File: config.mk
export PLATFORM = sky130hd
export DESIGN_NAME = msha_front_flat
export DESIGN_NICKNAME = d
export VERILOG_FILES = /design/src/rtl/core/multiset_hash_accumulator_defines.svh /design/src/rtl/core/msha_pkg.sv /design/src/rtl/core/msha_if.sv /design/src/rtl/core/msha_front.sv /design/src/flat_wrapper.sv
export SDC_FILE = /design/constraint.sdc
export NUM_CORES = 1
export LEC_CHECK = 0
export BUFFER_PORTS_ARGS = -buffer_cell sky130_fd_sc_hd__clkbuf_2
export CAP_MARGIN = 20
export CORE_AREA = 2 2 142 144
export DETAILED_ROUTE_END_ITERATION = 12
export DIE_AREA = 0 0 144 146
export PLACE_DENSITY = 0.48
export SYNTH_ARGS = -nofsm -noshare
export SYNTH_HDL_FRONTEND = slang
export SYNTH_SLANG_ARGS = --single-unit
File: constraint.sdc
create_clock -name vclk -period 2.7
set_clock_uncertainty 0.2 [all_clocks]
set_input_delay 0.27 -clock vclk [all_inputs]
set_output_delay 0.27 -clock vclk [all_outputs]
set_load 0.05 [all_outputs]
File: src/rtl/core/multiset_hash_accumulator_defines.svh
// Assertion macros shared by the multiset hash accumulator RTL.
// Depends on nothing; users must have clk and arst_n in scope.
`ifndef MULTISET_HASH_ACCUMULATOR_DEFINES_SVH
`define MULTISET_HASH_ACCUMULATOR_DEFINES_SVH

// Same-cycle implication, checked outside reset.
`define MSHA_ASSERT_IMPL(name, ante, cons, msg) \
	name: assert property (@(posedge clk) disable iff (!arst_n) (ante) |-> (cons)) \
	else $error(msg);

// Next-cycle implication, checked outside reset.
`define MSHA_ASSERT_NEXT(name, ante, cons, msg) \
	name: assert property (@(posedge clk) disable iff (!arst_n) (ante) |=> (cons)) \
	else $error(msg);

`endif

File: src/rtl/core/msha_pkg.sv
// Package for the multiset hash accumulator: constants, word types, reduction.
// Depends on nothing; imported by every other file of the block but the assertion macros header.
`timescale 1ns / 1ps

package msha_pkg;

	// Modulus of the product aggregate, 2^32 - 5.
	localparam logic [31:0] MSHA_PRIME = 32'd4294967291;

	// Default depth of the queue between front and back.
	localparam int MSHA_QUEUE_DEPTH = 2;

	// Input word.
	typedef struct packed {
		logic        mode;
		logic        restart;
		logic [31:0] tuple_hash;
		logic [31:0] part_sum;
		logic [31:0] part_prod;
		logic [31:0] part_xor;
		logic [63:0] part_count;
	} item_t;

	// Result word.
	typedef struct packed {
		logic [31:0] agg_sum;
		logic [31:0] agg_prod;
		logic [31:0] agg_xor;
		logic [63:0] agg_count;
		logic        agg_empty;
	} result_t;

	// Classified operation handed from front to back.
	typedef struct packed {
		logic        restart;
		logic        skip;
		logic [31:0] s;
		logic [31:0] p;
		logic [31:0] x;
		logic [63:0] n;
	} op_t;

	// Queue status seen by front and back.
	typedef struct packed {
		logic not_full;
		logic not_empty;
	} q_status_t;

	// Reduce a 64-bit value modulo 2^32 - 5, using 2^32 = 5 (mod p).
	function automatic logic [31:0] mod_prime(input logic [63:0] x);
		logic [34:0] t;
		logic [32:0] u;
		logic [32:0] w;
		t = {3'b000, x[31:0]} + {1'b0, x[63:32], 2'b00} + {3'b000, x[63:32]};
		u = {1'b0, t[31:0]} + {28'd0, t[34:32], 2'b00} + {30'd0, t[34:32]};
		w = u - {1'b0, MSHA_PRIME};
		return (u >= {1'b0, MSHA_PRIME}) ? w[31:0] : u[31:0];
	endfunction

endpackage

File: src/rtl/core/msha_if.sv
// Valid/ready channel interfaces for the input and result words.
// Depends on msha_pkg for the payload types.
`timescale 1ns / 1ps

interface msha_item_if import msha_pkg::*; ();
	logic  valid;
	logic  ready;
	item_t data;

	modport source (output valid, output data, input ready);
	modport sink (input valid, input data, output ready);
endinterface


File: src/rtl/core/msha_front.sv
// Front end: accepts input words and classifies them into queue operations.
// Depends on msha_pkg and msha_item_if.
`timescale 1ns / 1ps

module msha_front import msha_pkg::*; (
	msha_item_if.sink item,
	input  q_status_t q_status,
	output logic      push,
	output op_t       push_op
);

	logic [31:0] hash_adj;

	// Accept whenever the queue has room.
	assign item.ready = q_status.not_full;
	assign push       = item.valid & q_status.not_full;

	// A hash of zero or of the prime is moved down by one, with wrap.
	always_comb begin
		hash_adj = item.data.tuple_hash;
		if ((item.data.tuple_hash == '0) || (item.data.tuple_hash == MSHA_PRIME)) begin
			hash_adj = item.data.tuple_hash - 32'd1;
		end
	end

	// Tuple words fold one hash; merge words fold a partial, skipped when its count is zero.
	always_comb begin
		push_op.restart = item.data.restart;
		if (item.data.mode) begin
			push_op.skip = (item.data.part_count == '0);
			push_op.s    = item.data.part_sum;
			push_op.p    = item.data.part_prod;
			push_op.x    = item.data.part_xor;
			push_op.n    = item.data.part_count;
		end else begin
			push_op.skip = 1'b0;
			push_op.s    = hash_adj;
			push_op.p    = hash_adj;
			push_op.x    = hash_adj;
			push_op.n    = 64'd1;
		end
	end

endmodule

File: src/flat_wrapper.sv
// flat-port wrapper written by rule: the top's interface ports become plain ports
module msha_front_flat import msha_pkg::*;
  (q_status, push, push_op, item_valid, item_data, item_ready);
  msha_item_if item_i ();
  input  q_status_t q_status;
  output logic push;
  output op_t push_op;
  input wire logic [$bits(item_i.valid)-1:0] item_valid;
  input wire logic [$bits(item_i.data)-1:0] item_data;
  output wire logic [$bits(item_i.ready)-1:0] item_ready;
  assign item_i.valid = item_valid;
  assign item_i.data = item_data;
  assign item_ready = item_i.ready;
  msha_front u_core (.item(item_i), .q_status(q_status), .push(push), .push_op(push_op));
endmodule
== After elaboration in Yosys (flattened, before gate mapping) ==
Index checks and enable logic that the tools add are counted.

* Add/subtract/negate cells: 1
* Eq/ne operators: 1
* Muxes and demuxes: 2
* Bitwise gates (word level): 1
* Reduce and logical (&&, ||, !) cells: 3

{| class="wikitable"
|+ Operators with widths
! kind !! count
|-
| $mux 161 || 1
|-
| $logic_not 64->1 || 1
|-
| $eq 32x32->1 const B || 1
|-
| $logic_not 32->1 || 1
|-
| $mux 32 || 1
|-
| $sub 32x1->32 const B || 1
|-
| $and 1x1->1 || 1
|-
| $logic_or 1x1->1 || 1
|}

* Register bits after elaboration: 0
* Input port bits: 197
* Output and inout port bits: 164
* Logic and storage cells: 8

== Logic depth before layout (Yosys ltp) ==
* Depth after elaboration: 4
* Gate-level depth with buffers: 9
* Depth with buffers taken out: 7

== Worst setup path after synthesis ==
Ideal clock, no wire load.

* Kind: input-to-output
* Start point: input item_data[161]
* End point: output push_op[129] (netlist name)
* Arrival time: 2,669 ps
* Data required time: 2,230 ps
* Setup slack: -439 ps
* Stages: 7
* Cells stage by stage: inv_1 ha_1 nor4b_1 and4_1 a32o_1 mux2_2 o21ai_0

{| class="wikitable"
|+ RTL lines
! item !! RTL line !! text
|-
| from (decl) || flat_wrapper.sv:9 || <nowiki>input wire logic [$bits(item_i.data)-1:0] item_data;</nowiki>
|-
| to (decl) || flat_wrapper.sv:7 || <nowiki>output op_t push_op;</nowiki>
|}

==> results.md <==
- Outcome: completed
- MaxCap Viol Count: 0
- CP Capture Type: output port
- Largest net degree at the start of global routing: 91
- Fmax: 381.3 MHz
- Relative slew margins: 0.3964
- RSZ-0062 raised after global routing: true
- # clk buffers: 0
- # diodes: 0
- Initial antenna violation count: 1
- Pwr/cell area: 276.4 nW/um^2
- Sequential cell area: 0 sq um
- Hold_ws: 0.3400 ns
- Share of the synthesized area in the top cell type: 0.2074
- Post-DP HPWL: 12,800 microns
- Wirelength per Cell: 14.65 microns
- Die boundary height: 146 microns
- RD Place Congestion: 0.8233
- Row cnt: 51
- Mean Syn Cell Area: 5.173 sq um
- Worst Slack Setup Final: 0.07711 ns
- Worst Path Required: 2.23 ns
- DRC Markers: 0
- Final Setup Violations: 0
- Fill count: 2,243
- Worst hold stages: 0
- WL final: 14,680 microns
- Hold Path Class: primary input to output port
- WHS Endpoint: push_op[161]
- Vias per inst: 3.856
- TritonRoute pass-1 iters: 4
- Hold_sp: item_data[192]
- # IOs: 361
- Area contributors post-synth: and2_1 (21%), a21oi_1 (13%), nand2_1 (12%), nand3_1 (10%), inv_1 (9.0%)
- Die area: 21,020 sq um
- CP Class: primary input to output port
- First DRT Iteration DRCs: 121
- Period utilization: 0.9714
- Post-Syn Instances: 379
- Final hold viol count: 0
- ANT nets after route: 0
- Netlist cell types: 37
- First-pass GRT wire length: 20,280 microns
- Core area: 19,330 sq um
- Synth top cells by count: and2_1 (65), nand2_1 (61), a21oi_1 (52), inv_1 (47), nand3_1 (39)
- Post-DP Area: 4663 sq um
- P&R area growth vs syn: 148.6%
- Layout cells sized above 1: 0.5984
- Setup TNS: 0 ns
- Crit Path Max Fanout: 7
- Slew @ Worst Pin: 0.9054 ns
- Worst setup SP type: primary input
- Grt ovf: 0
- Starting Density: 0.1014
- Nets: 938
- Post-place setup slack: -0.1768 ns
- Buffers on Ports: 358
- Number of global-route vias before repair: 3,575
- Min Clock Period, post-route: 2.623 ns
- Synth area leader: and2_1
- Arrival @ worst endpoint: 2.15 ns
- Die Width: 144 microns
- Synth warnings: 0
- Most numerous cell in the Yosys netlist: and2_1
- Cell area after layout: 4875 sq um
- Pleak: 2.753 nW
- Netlist Area Pre-Place: 1961 sq um
- Syn_nets: 578
- Slew Viols, Final: 0
- VDD IR-drop max: 0.0001069 V
- Via count: 3,864
- FF+latch count: 0
- Total Routing Usage GR: 0.1227
- Seq/Total Area, Yosys: 0
==> cells by family after synthesis <==
group,count (synthesis),synth area share
AOI/OAI and AO/OA,71,0.2017
muxes,1,0.005743
adders and majority gates,2,0.01276
buffers and inverters,74,0.1538
xor gates and xnor gates,1,0.004468
and+or+nand+nor,230,0.6216
==> timing repair <==
action / in CTS / in global routing
gates cloned: 0 / 1
resized for setup: 14 / 71
setup buffers: 0 / 1
pin swaps: 1 / 8
setup endpoints to repair: 39 / 83
hold buffers: 0 / 0
==> power by group <==
group          total (mW)  leakage (nW)  internal (mW)  switching [mW]
clock                   0             0              0               0
sequential              0             0              0               0
combinational        1.35          2.75          0.432           0.915
total                1.35          2.75          0.432           0.915
==> cell usage in the layout, fill, tap and decap left out, types with 2 or more instances in the layout <==
cell type / n
buf_2: 10
buf_4: 34
nor4_2: 5
a21oi_2: 31
and4_1: 2
nand4_1: 9
inv_1: 47
o21ai_1: 2
o21a_1: 3
nor2_1: 20
nand3_1: 34
clkbuf_2: 299
nor3_1: 4
or4_4: 2
a21oi_1: 22
and2_1: 65
nor4_1: 15
clkbuf_4: 11
o211ai_1: 3
nand2_1: 61
buf_12: 26
nand3_2: 5
buf_6: 2
o21ai_2: 2
nor4_4: 2
==> worst max-delay path, cell delays in order <==
cell and delay, ns:
buf_4 0.14, nor4_4 0.25, buf_4 0.16, nand4_1 0.22, buf_4 0.22, or4_4 0.60, nand3_1 0.13, buf_6 0.16
==> worst max-delay path by stage <==
| stage | cells after the start | slack (ns) | startpoint | end |
|---|---|---|---|---|
| after floorplan | 7 | -0.18 | item_data[161] | push_op[128] |
| after global placement | 9 | -0.15 | item_data[160] | push_op[129] |
| after detailed placement | 9 | -0.18 | item_data[160] | push_op[129] |
| after CTS | 9 | -0.04 | item_data[160] | push_op[129] |
| after global routing | 9 | -0.02 | item_data[160] | push_op[151] |
| final | 8 | 0.08 | item_data[178] | push_op[155] |
==> layer usage <==
layer	up-vias	global-route usage	routed length, microns
met5	-	0	13
met4	2	0.002941	0
met2	167	0.2236	7337
met1	1695	0.1638	6454
met3	2	0.01218	876
li1	1998	-	-
==> metrics by stage <==
step	power, mW	util	std cells
after global routing	1.420	0.2521	1002
after CTS	1.330	0.2433	1000
final	1.347	0.2521	1002
after floorplan	0.8183	-	379
after detailed placement	1.318	0.2412	1000
after global placement	1.319	0.2412	1000
==> final cells by class <==
class	count	area [sq um]	area share
timing repair buffer	383	2442	0.5010
multi-input combinational	306	1921	0.3940
tap	265	331.6	0.06802
inverter	48	180.2	0.03696
No activity file was read; power rests on OpenSTA's default activity.
