## src/rtl/core/multiset_hash_accumulator_defines.svh

```systemverilog
// Assertion macros shared by the multiset hash accumulator RTL.
// Depends on nothing; users must have clk and arst_n in scope.
`ifndef MULTISET_HASH_ACCUMULATOR_DEFINES_SVH
`define MULTISET_HASH_ACCUMULATOR_DEFINES_SVH

// Same-cycle implication, checked outside reset.
`define MSHA_ASSERT_IMPL(name, ante, cons, msg) \
	name: assert property (@(posedge clk) disable iff (!arst_n) (ante) |-> (cons)) \
	else $error(msg);

// Next-cycle implication, checked outside reset.
`define MSHA_ASSERT_NEXT(name, ante, cons, msg) \
	name: assert property (@(posedge clk) disable iff (!arst_n) (ante) |=> (cons)) \
	else $error(msg);

`endif

```

## src/rtl/core/msha_pkg.sv

```systemverilog
// Package for the multiset hash accumulator: constants, word types, reduction.
// Depends on nothing; imported by every other file of the block but the assertion macros header.
`timescale 1ns / 1ps

package msha_pkg;

	// Modulus of the product aggregate, 2^32 - 5.
	localparam logic [31:0] MSHA_PRIME = 32'd4294967291;

	// Default depth of the queue between front and back.
	localparam int MSHA_QUEUE_DEPTH = 2;

	// Input word.
	typedef struct packed {
		logic        mode;
		logic        restart;
		logic [31:0] tuple_hash;
		logic [31:0] part_sum;
		logic [31:0] part_prod;
		logic [31:0] part_xor;
		logic [63:0] part_count;
	} item_t;

	// Result word.
	typedef struct packed {
		logic [31:0] agg_sum;
		logic [31:0] agg_prod;
		logic [31:0] agg_xor;
		logic [63:0] agg_count;
		logic        agg_empty;
	} result_t;

	// Classified operation handed from front to back.
	typedef struct packed {
		logic        restart;
		logic        skip;
		logic [31:0] s;
		logic [31:0] p;
		logic [31:0] x;
		logic [63:0] n;
	} op_t;

	// Queue status seen by front and back.
	typedef struct packed {
		logic not_full;
		logic not_empty;
	} q_status_t;

	// Reduce a 64-bit value modulo 2^32 - 5, using 2^32 = 5 (mod p).
	function automatic logic [31:0] mod_prime(input logic [63:0] x);
		logic [34:0] t;
		logic [32:0] u;
		logic [32:0] w;
		t = {3'b000, x[31:0]} + {1'b0, x[63:32], 2'b00} + {3'b000, x[63:32]};
		u = {1'b0, t[31:0]} + {28'd0, t[34:32], 2'b00} + {30'd0, t[34:32]};
		w = u - {1'b0, MSHA_PRIME};
		return (u >= {1'b0, MSHA_PRIME}) ? w[31:0] : u[31:0];
	endfunction

endpackage

```

## src/rtl/core/msha_fifo.sv

```systemverilog
// Short queue of classified operations between front and back.
// Depends on msha_pkg and the assertion macros header.
`timescale 1ns / 1ps
`include "multiset_hash_accumulator_defines.svh"

module msha_fifo import msha_pkg::*; #(
	parameter int DEPTH = MSHA_QUEUE_DEPTH
) (
	input  logic      clk,
	input  logic      arst_n,
	input  logic      push,
	input  op_t       push_op,
	input  logic      pop,
	output op_t       pop_op,
	output q_status_t status
);

	localparam int PTR_W = $clog2(DEPTH);
	localparam int CNT_W = $clog2(DEPTH + 1);

	op_t              mem_q [DEPTH];
	logic [PTR_W-1:0] wr_ptr_q;
	logic [PTR_W-1:0] rd_ptr_q;
	logic [CNT_W-1:0] count_q;

	assign status.not_full  = (count_q != CNT_W'(DEPTH));
	assign status.not_empty = (count_q != '0);
	assign pop_op           = mem_q[rd_ptr_q];

	// Entry storage.
	always_ff @(posedge clk) begin
		if (push) begin
			mem_q[wr_ptr_q] <= push_op;
		end
	end

	// Pointers and fill count.
	always_ff @(posedge clk or negedge arst_n) begin
		if (!arst_n) begin
			wr_ptr_q <= '0;
			rd_ptr_q <= '0;
			count_q  <= '0;
		end else begin
			if (push) begin
				wr_ptr_q <= (wr_ptr_q == PTR_W'(DEPTH - 1)) ? '0 : wr_ptr_q + 1'b1;
			end
			if (pop) begin
				rd_ptr_q <= (rd_ptr_q == PTR_W'(DEPTH - 1)) ? '0 : rd_ptr_q + 1'b1;
			end
			if (push && !pop) begin
				count_q <= count_q + 1'b1;
			end else if (pop && !push) begin
				count_q <= count_q - 1'b1;
			end
		end
	end

	// The fill count never passes the depth.
	`MSHA_ASSERT_IMPL(a_count_bound, 1'b1, (count_q <= CNT_W'(DEPTH)), "queue overfilled")

endmodule

```

## config.mk

```make
export PLATFORM = sky130hd
export DESIGN_NAME = msha_fifo
export DESIGN_NICKNAME = d
export VERILOG_FILES = /design/src/rtl/core/msha_pkg.sv /design/src/rtl/core/msha_fifo.sv
export VERILOG_INCLUDE_DIRS = /design/src /design/src/rtl/core
export SDC_FILE = /design/constraint.sdc
export NUM_CORES = 1
export LEC_CHECK = 0
export ABC_AREA = 1
export ABC_CLOCK_PERIOD_IN_PS = 16100
export BUFFER_PORTS_ARGS = -buffer_cell sky130_fd_sc_hd__buf_2
export CORE_ASPECT_RATIO = 0.6
export CORE_MARGIN = 4
export CORE_UTILIZATION = 45
export DETAILED_ROUTE_END_ITERATION = 12
export PLACE_DENSITY_LB_ADDON = 0.15
export SYNTH_ARGS = -nofsm -noshare
export SYNTH_HDL_FRONTEND = slang
export SYNTH_SLANG_ARGS = --single-unit
```

## constraint.sdc

```tcl
create_clock -name clk -period 16.1 [get_ports clk]
set_clock_uncertainty 0.15 [all_clocks]
set_input_delay 0.805 -clock clk [delete_from_list [all_inputs] [get_ports clk]]
set_output_delay 0.805 -clock clk [all_outputs]
set_load 0.005 [all_outputs]
```

Word-level counts from Yosys, hierarchy flattened
Memories as Yosys holds them, arrays and structs flattened.
Index checks and enable logic that the tools add are counted.
{ "totals": {"ff_bits": 4, "memories": 1, "inputBits": 166, "out_inout_bits": 164, "mem_bits_rw": 324} }
{ "memory_table": {"columns": ["memory", "words", "word_bits", "rd", "rd_ports_with_merged_regs", "write_ports", "line_no", "rtl"], "rows": [
  ["mem_q", 2, 162, 1, 0, 1, "msha_fifo.sv:21", "op_t mem_q [DEPTH];"]
]} }
{ "op_classes": {"eq_ne": 1, "add_sub_neg": 4, "n_reduce_logical": 6, "mux": 6} }
{ "op_table": {"columns": ["operator", "n"], "rows": [
  ["$mux W1", 4],
  ["$mux W2", 2],
  ["$reduce_bool A2 Y1", 2],
  ["$add A1 B1 Y1 const B", 2],
  ["$add A2 B1 Y2 const B", 1],
  ["$logic_and A1 B1 Y1", 2],
  ["$logic_not A1 Y1", 2],
  ["$ne A2 B2 Y1 const B", 1],
  ["$sub A2 B1 Y2 const B", 1]
]} }

Longest topological paths before layout
{ "depth": {"ltp_word": 4, "ltp_mapped": 7, "depth_no_buf": 7} }

Least setup slack after synthesis
OpenSTA, ideal clock, no wires.
{ "synth_path": {"kind": "input port to flip-flop", "startpoint": "input push", "endpoint": "memory mem_q[0][0] (netlist name), enable pin", "path_stages": 2, "required_ns": 15.260, "path_slack_ns": 7.642, "setup_ns": 0.690, "t_arrival_ns": 7.617, "n_path_buf": 0, "path_cell_list": "inv_1 nor2_1"} }
{ "synth_between": {"elab_chain_len": 2} }
{ "synth_rtl": {"columns": ["element", "line_no", "rtl"], "rows": [
  ["start, declared", "msha_fifo.sv:11", "input logic push,"],
  ["$mux W1", "msha_fifo.sv:32", "if (push) begin"],
  ["$mux W1 (not written as such)", "msha_fifo.sv:33", "mem_q[wr_ptr_q] <= push_op;"],
  ["end, declared", "msha_fifo.sv:21", null]
]} }
No other way between the ends.

==> qor.csv <==
stage,metric,value,unit
status,outcome,completed,
clock_tree,clock_path_buffers,3,
synthesis,synth_seq_area_share,80.77,%
worst_setup_path,path_class,reg -> out,
final_layout,fill_cells,2065,
sta,tns,0,ns
sta,grt_setup_unrepaired,false,
drt,drt_iter0_markers,429,
placed_design,dp_hpwl,17060,um
floorplan,design.portCount,330,
synthesis,synthTopCellsByArea,"edfxtp_1 80%, mux2_4 8.6%, mux2_2 8.5%",
synthesis,synthesis.instances,529,
drt,vias,6134,
worst_setup_path,end_kind,output port,
global_route,grt_max_degree,89,
clock_tree,cts_root_buf,clkbuf_16,
worst_setup_path,required,15.15,ns
power,ir_worst_vdd,145.3,uV
drt,drcViolationCount,0,
sta,worst_pin_slew,1.034,ns
drt,dr.pass1.iters,4,
synthesis,synth_top_cell_by_area,edfxtp_1,
final_layout,syn_to_final_growth,24.78,%
clock_tree,clk_pin_slew_worst_paths,0.06,ns
global_route,antenna_found_initial,3,
floorplan,coreArea,26530,um2
clock_tree,cts_buffers,30,
final_layout,drive_gt1_share,60.27,%
synthesis,synth.cell_area,12170,um2
final_layout,n_antenna_cell,0,
synthesis,synth_fp_nets,696,
synthesis,ys.warnings.count,0,
sta,max_slew_margin,31.07,%
floorplan,dieWidth,220.3,um
worst_setup_path,reg2reg_slack,12.84,ns
sta,hold_viol,0,
synthesis,ys_ff_latch,328,
sta,post-route-period-util,24.39,%
global_route,grtUsageTotal,16.00,%
sta,max_freq,254.7,MHz
synthesis,syn_area_per_cell,23.00,um2
drt,wl_per_cell,19.79,um
power,power_leakage,5.915,nW
worst_setup_path,crit_path_max_fanout,52,
worst_hold_path,hp-class,in -> reg,
clock_tree,cts-resized-gates,0,
floorplan,dieArea,29820,um2
drt,viasPerCell,4.864,
clock_tree,insertion_delay,0.55,ns
job,cap_violations,0,
placed_design,port_buffers,329,
floorplan,start_util,45.86,%
clock_tree,cts.sinks,328,
synthesis,synth.top_cell.area_share,79.95,%
final_layout,multiInputGateArea,2175,um2
global_route,grt_pass1_wl,36820,um
global_route,grt_overflow_total,0,
clock_tree,cts_tree,built,
sta,slew_violations,0,
worst_setup_path,max_stage_delay,0.94,ns
clock_tree,htree_levels,1,
drt,wl,24960,um
worst_setup_path,worstPathCellList,buf_4 -> mux2_2 -> buf_2,
drt,antenna_left,0,
global_route,grt_pass1_vias,6473,
floorplan,die_h,135.4,um
worst_setup_path,slowest_stage,dfrtp_4,
sta,finalSetupViolations,0,
power,power,2.616,mW
final_layout,final_nets,1045,
worst_setup_path,cp.arrival,2.97,ns
final_layout,regArea,9833,um2
worst_setup_path,start_kind,register,
power,powerDensity,172.3,nW/um2
placed_design,place_congestion,0.7836,
synthesis,yosysUniqueCellTypes,14,
sta,period_minus_slack,3.926,ns
floorplan,num_rows,46,
[critical path, delay by kind of cell, from the launching register on]
family	cells	cell delay, ns
muxes	1	0.42
buffers and inverters	2	0.97
DFF	1	0.94
[power by group]
group / leakage [nW] / internal [mW] / total [mW] / switching (mW)
registers: 3.09 / 1.14 / 1.20 / 0.0651
clock network: 0.494 / 0.422 / 0.711 / 0.289
logic: 2.33 / 0.369 / 0.704 / 0.335
total: 5.91 / 1.93 / 2.62 / 0.690
[cells in the final DEF (no fill, tap or decap), drive strengths merged]
| master | count |
|---|---|
| nand2 | 7 |
| clkbuf | 44 |
| mux2 | 162 |
| nand4 | 1 |
| edfxtp | 324 |
| ha | 1 |
| xor2 | 2 |
| nor2 | 1 |
| dlygate4sd3 | 1 |
| dfrtp | 4 |
| clkinv | 8 |
| xnor2 | 1 |
| inv | 7 |
| nand3 | 1 |
| buf | 334 |
| bufinv | 3 |
[kinds of logic (layout without fill, tap and decap cells)]
family	Yosys count	after routing	synth area share, %
xor gates and xnor gates	3	3	0.2160
adders and majority gates	1	1	0.1028
buffers and inverters	25	397	1.419
DFF	328	328	80.77
muxes	162	162	17.15
and+or+nand+nor	10	10	0.3393
[flip-flops by register name (all words and copies together) (netlist names)]
signal and cells:
rd_ptr_q 1, count_q 2, wr_ptr_q 1, mem_q 324
[synth_stat cells (all sizes together)]
cell,count
edfxtp,324
mux2,162
buf,18
inv,7
nand2,7
dfrtp,4
xor2,2
ha,1
nand3,1
nand4,1
nor2,1
xnor2,1
[what timing repair did]
item | CTS | global route
hold buffers | 1 | 0
setup buffers | 0 | 0
endpoints found under the setup margin | 0 | 0
endpoints found under the hold margin | 4 | 0
[metrics by stage]
step	hold slack (ns)	util [%]	worst slack [ns]	cell area [um2]	instances
floorplan	0.3125	-	7.642	12170	529
global placement	0.3269	53.42	12.41	14170	1205
detailed placement	0.3579	53.42	12.28	14170	1205
CTS	0.2513	57.23	12.13	15180	1261
global route	0.2534	57.23	12.00	15180	1261
finish	0.2932	57.23	12.17	15180	1261
[per-layer routing]
metal	global-route usage, %	share of wire (%)	vias to the layer above
met2	26.17	48	237
li1	-	-	2795
met4	3.625	2.1	4
met1	21.22	41	3051
met3	5.087	8.7	47
met5	0	0.11	-
[cell type report]
type,instances,area share [%]
sequential,328,64.76
multi-input combinational,176,14.32
timing repair buffer,335,11.16
inverter,7,0.2060
clock buffer,44,5.760
tap,360,2.966
clock inverter,11,0.8322
[final timing paths]
path / startpoint / endpoint / depth (start not counted)
worst max-delay path: rd_ptr_q / pop_op[142] / 3
worst min-delay path: push_op[11] / mem_q[0][11] / 1
worst max register to register: wr_ptr_q / mem_q[0][65] / 3
worst min register to register: count_q[1] / count_q[1] / 2
max in group asynchronous: arst_n / rd_ptr_q / 2
min in group asynchronous: arst_n / wr_ptr_q / 2
Power figures use the tool's default switching activity.
